$ cat config.mk
export PLATFORM = sky130hd
export DESIGN_NAME = rbd_ctrl
export DESIGN_NICKNAME = d
export VERILOG_FILES = /design/src/rtl/core/rbd_pkg.sv /design/src/rtl/core/rbd_ctrl.sv
export SDC_FILE = /design/constraint.sdc
export NUM_CORES = 1
export LEC_CHECK = 0
export BUFFER_PORTS_ARGS = -buffer_cell sky130_fd_sc_hd__clkbuf_2
export CAP_MARGIN = 20
export CORE_AREA = 2 2 39 41
export DETAILED_ROUTE_END_ITERATION = 8
export DIE_AREA = 0 0 41 43
export GPL_TIMING_DRIVEN = 0
export SLEW_MARGIN = 15
export SYNTH_ARGS = -nofsm -noshare
export SYNTH_HDL_FRONTEND = slang
export SYNTH_SLANG_ARGS = --single-unit
export TNS_END_PERCENT = 5
$ cat constraint.sdc
create_clock -name i_clk -period 1.8 [get_ports i_clk]
set_clock_uncertainty 0.1 [all_clocks]
set_input_delay 0.36 -clock i_clk [delete_from_list [all_inputs] [get_ports i_clk]]
set_output_delay 0.36 -clock i_clk [all_outputs]
set_load 0.05 [all_outputs]
$ cat src/rtl/core/rbd_pkg.sv
// Shared types and constants for the byte-wise rANS decoder.
`timescale 1ns / 1ps
`default_nettype none

package rbd_pkg;

    // Item kinds carried in the input tuser.
    localparam logic [1:0] ACT_LOAD  = 2'd0;
    localparam logic [1:0] ACT_START = 2'd1;
    localparam logic [1:0] ACT_STEP  = 2'd2;

    // Field widths fixed by the stream format.
    localparam int FREQ_W  = 13;
    localparam int STATE_W = 32;
    localparam int IN_DATA_W  = 32;
    localparam int IN_USER_W  = 2;
    localparam int OUT_DATA_W = 16;
    localparam int OUT_USER_W = 1;

    // Commands from the controller to the datapath.
    typedef struct packed {
        logic ready;    // idle, input side may hand over a word
        logic capture;  // latch the input word
        logic exec;     // carry out the captured item
        logic scan;     // table scan in progress
        logic mul;      // form freq * (state >> precision)
        logic upd;      // finish the state update of a decode
        logic emit;     // move the result into the output register
    } t_ctrl_cmd;

    // Status from the datapath to the controller.
    typedef struct packed {
        logic go_decode;  // the captured item needs a symbol decode
        logic scan_done;  // the entry under compare ends the scan
        logic out_free;   // the output register can take a result
    } t_dp_status;

endpackage

`default_nettype wire

$ cat src/rtl/core/rbd_ctrl.sv
// Controller state machine of the rANS decoder.
`timescale 1ns / 1ps
`default_nettype none

module rbd_ctrl
    import rbd_pkg::*;
(
    input  wire        i_clk,
    input  wire        i_rst_n,
    input  wire        i_s_tvalid,
    input  t_dp_status i_status,
    output t_ctrl_cmd  o_cmd
);

    typedef enum logic [5:0] {
        ST_IDLE = 6'b000001,
        ST_EXEC = 6'b000010,
        ST_SCAN = 6'b000100,
        ST_MUL  = 6'b001000,
        ST_UPD  = 6'b010000,
        ST_EMIT = 6'b100000
    } t_state;

    t_state r_state;
    t_state n_state;

    always_comb begin
        n_state = r_state;
        unique case (r_state)
            ST_IDLE: begin
                if (i_s_tvalid) begin
                    n_state = ST_EXEC;
                end
            end
            ST_EXEC: begin
                n_state = i_status.go_decode ? ST_SCAN : ST_EMIT;
            end
            ST_SCAN: begin
                if (i_status.scan_done) begin
                    n_state = ST_MUL;
                end
            end
            ST_MUL:  n_state = ST_UPD;
            ST_UPD:  n_state = ST_EMIT;
            ST_EMIT: begin
                if (i_status.out_free) begin
                    n_state = ST_IDLE;
                end
            end
            default: n_state = ST_IDLE;
        endcase
    end

    always_ff @(posedge i_clk) begin
        if (!i_rst_n) begin
            r_state <= ST_IDLE;
        end else begin
            r_state <= n_state;
        end
    end

    always_comb begin
        o_cmd         = '0;
        o_cmd.ready   = (r_state == ST_IDLE);
        o_cmd.capture = (r_state == ST_IDLE) && i_s_tvalid;
        o_cmd.exec    = (r_state == ST_EXEC);
        o_cmd.scan    = (r_state == ST_SCAN);
        o_cmd.mul     = (r_state == ST_MUL);
        o_cmd.upd     = (r_state == ST_UPD);
        o_cmd.emit    = (r_state == ST_EMIT) && i_status.out_free;
    end

endmodule

`default_nettype wire

==> flow_summary.toml <==
[setup_path]
cp_num_buf_inv = 2
worst-endpoint-arrival_ns = 1.71
crit_path_start = "r_state[1]$_SDFFE_PN0P_"
crit_path_cell_trace = "or4_4 -> or2_4 -> clkinvlp_4 -> and2_4 -> clkbuf_16"
worstSetupEndpointType = "output port"
critical_path.slowest_cell = "or4_4"
critical_path.reg2reg.startpoint = "r_state[1]$_SDFFE_PN0P_"
start_kind = "register"
path_class = "reg -> out"
worst_path_largest_cell_delay_ns = 0.53
cp_max_fo = 3
path_delay_family = "simple AND/OR/NAND/NOR gates"
required_ns = 1.34

[layout]
largest_reg_flops = 6
footprint_of_the_flip_flops_and_latches_um2 = 125
area_of_combinational_cells_with_multiple_inputs_um2 = 218
flow.area_growth_from_synthesis_pct = 65.0
diodes = 0
biggest_registers_after_layout = "r_state (6)"
top_register = "r_state"
finish.net_count = 64
nFillCells = 153
final_layout_size_suffix_gt1_share_pct = 55.4
final_cell_mix = "clkbuf_4 (7), inv_1 (5), nor2_1 (5), clkbuf_2 (5)"
layout_commonest_cell = "clkbuf_4"

[min_path]
hp-start = "i_status[1]"
hp-class = "in -> reg"

[timing]
final_slew_viol_count = 0
setup_viol = 6
timing.final.hold_violations = 0
maxSlewHeadroom_pct = 79.6
setup-tns-final_ns = -1.16
setup_repair_after_global_routing_missed_its_margin = "yes"
layout_min_cycle_time_ns = 2.17
layout_worst_path_cycle_share_pct = 120
tightestPinTransition_ns = 0.304
fmax_mhz = 462
fin_ws_ns = -0.366

[route]
number_of_remaining_drc_errors = 0
route.detailed.vias_per_inst = 4.85
route.detailed.wl_per_inst_um = 12.5
remaining_antenna_violation_count = 0
dr.first_iter.drc_count = 6
first_pass_iters = 4
route.vias.total = 349
route.final.wire_length_um = 898

[grt]
first_pass_grt_wire_length_um = 1310
initial_antenna_violation_count = 0
grt_pass1_vias = 330
grt_max_degree = 5
grt_use_total_pct = 11.7
globalRoute.totalOverflow = 0

[clock_network]
cts_root_buf = "clkbuf_4"
clock_sinks = 6
clock_insertion_delay_worst_skew_ns = 0.24
cts_made_buffers = 3
cts_htree_levels = 1
tritoncts_clock_tree = "yes"
clockBufferDepth = 2
clkSlewWorstSetupHoldPaths_ns = 0.04

[logic_synthesis]
synth-seq-cells = 6
sequential_fraction_of_the_synthesis_area_pct = 36.5
synth_area_per_cell_um2 = 8.66
synthCells = 38
synthesis.yosys.warnings = 0
synth.distinct_cells = 17
mappedNetlistNets = 44
mappedNetlistArea_um2 = 329

[placed_design]
pre_cts_slack_ns = -0.259
place.gp.congestion = 0.765
place.port_buffers = 12

[pwr]
pwr_density_cell_nw_per_um2 = 1630
total_leakage_power_uw = 0.000246
vdd.ir_drop.worst_v = 0.000594

[floorplan]
die_outline_area_um2 = 1760
die_height_um = 43
coreArea_um2 = 1380
die_width_um = 41
starting_density_pct = 23.8
num_io_pins = 13
placementRows = 14

[run_status]
violations = "setup timing"
outcome = "complete, but fails checks"

[flow_run]
max-cap-violations = 0
## worst reg2reg max path, cell delays in order (launching register included)
cell and delay [ns]:
dfxtp_2 0.33, or4_4 0.53, or2_4 0.26, buf_4 0.16, o221ai_4 0.23, nor2_1 0.08
## synthesized netlist by cell type (all sizes together)
master / n / area [um2]
or4: 1 / 11.3
inv: 6 / 22.5
o221a: 1 / 11.3
o221ai: 1 / 26.3
o21ai: 1 / 5.00
dfxtp: 6 / 120
nand3b: 4 / 30.0
or2: 1 / 8.76
nor4: 2 / 12.5
o22ai: 1 / 6.26
nor2: 6 / 22.5
nor3: 1 / 5.00
a22oi: 1 / 7.51
o21a: 2 / 15.0
nand4: 1 / 6.26
nand2b: 2 / 12.5
and2: 1 / 6.26
## repair_timing
action | 4_1_cts | 5_1_grt
endpoints found under the setup margin | 7 | 12
setup buffers | 3 | 0
hold buffers | 0 | 0
resized for setup | 14 | 8
hold endpoints to repair | 0 | 0
pin swaps | 5 | 1
## area by class of cell
class | instances | share of cell area (%)
Tap cell | 16 | 3.69
Timing Repair Buffer | 15 | 24.2
Inverter | 6 | 4.84
Multi-Input combinational cell | 26 | 40.1
Sequential cell | 6 | 23.0
Clock buffer | 3 | 4.15
## power by group
| part | switching (uW) | internal (uW) | total (uW) |
|---|---|---|---|
| Combinational | 294 | 263 | 557 |
| Clock | 47.1 | 75.3 | 122 |
| Sequential | 40.0 | 166 | 206 |
| Total | 381 | 505 | 885 |
## final timing paths
kind / slack, ns / end / depth (start not counted)
worst max-delay path: -0.37 / o_cmd[5] / 5
worst max register to register: 0 / r_state[2]$_SDFFE_PN0P_ / 5
worst min register to register: 0.48 / r_state[4]$_SDFFE_PN0P_ / 2
worst min-delay path: 0.27 / r_state[3]$_SDFFE_PN0P_ / 3
## per-stage QoR
stage	area (um2)	hold WS, ns	cells	total power (uW)	utilization [%]
6_report	543	0.268	72	885	39.2
5_1_grt	543	0.287	72	934	39.2
4_1_cts	524	0.264	72	870	37.9
3_5_place_dp	417	0.457	66	600	30.1
3_3_place_gp	417	0.457	66	598	30.1
2_1_floorplan	337	0.396	38	524	-
## cells by family after synthesis
family          count (synthesis)  synth area share [%]
compound gates                  7                  21.7
buf+inv                         6                  6.84
simple gates                   19                  35.0
flops                           6                  36.5
## routing by layer
layer / vias up / share of wire [%] / global-route usage [%]
met1: 164 / 37 / 11.7
li1: 170 / - / -
met4: 0 / 0 / 6.00
met5: - / 0 / 0
met2: 15 / 55 / 18.4
met3: 0 / 7.8 / 6.28
No activity file was read; power rests on OpenSTA's default activity.
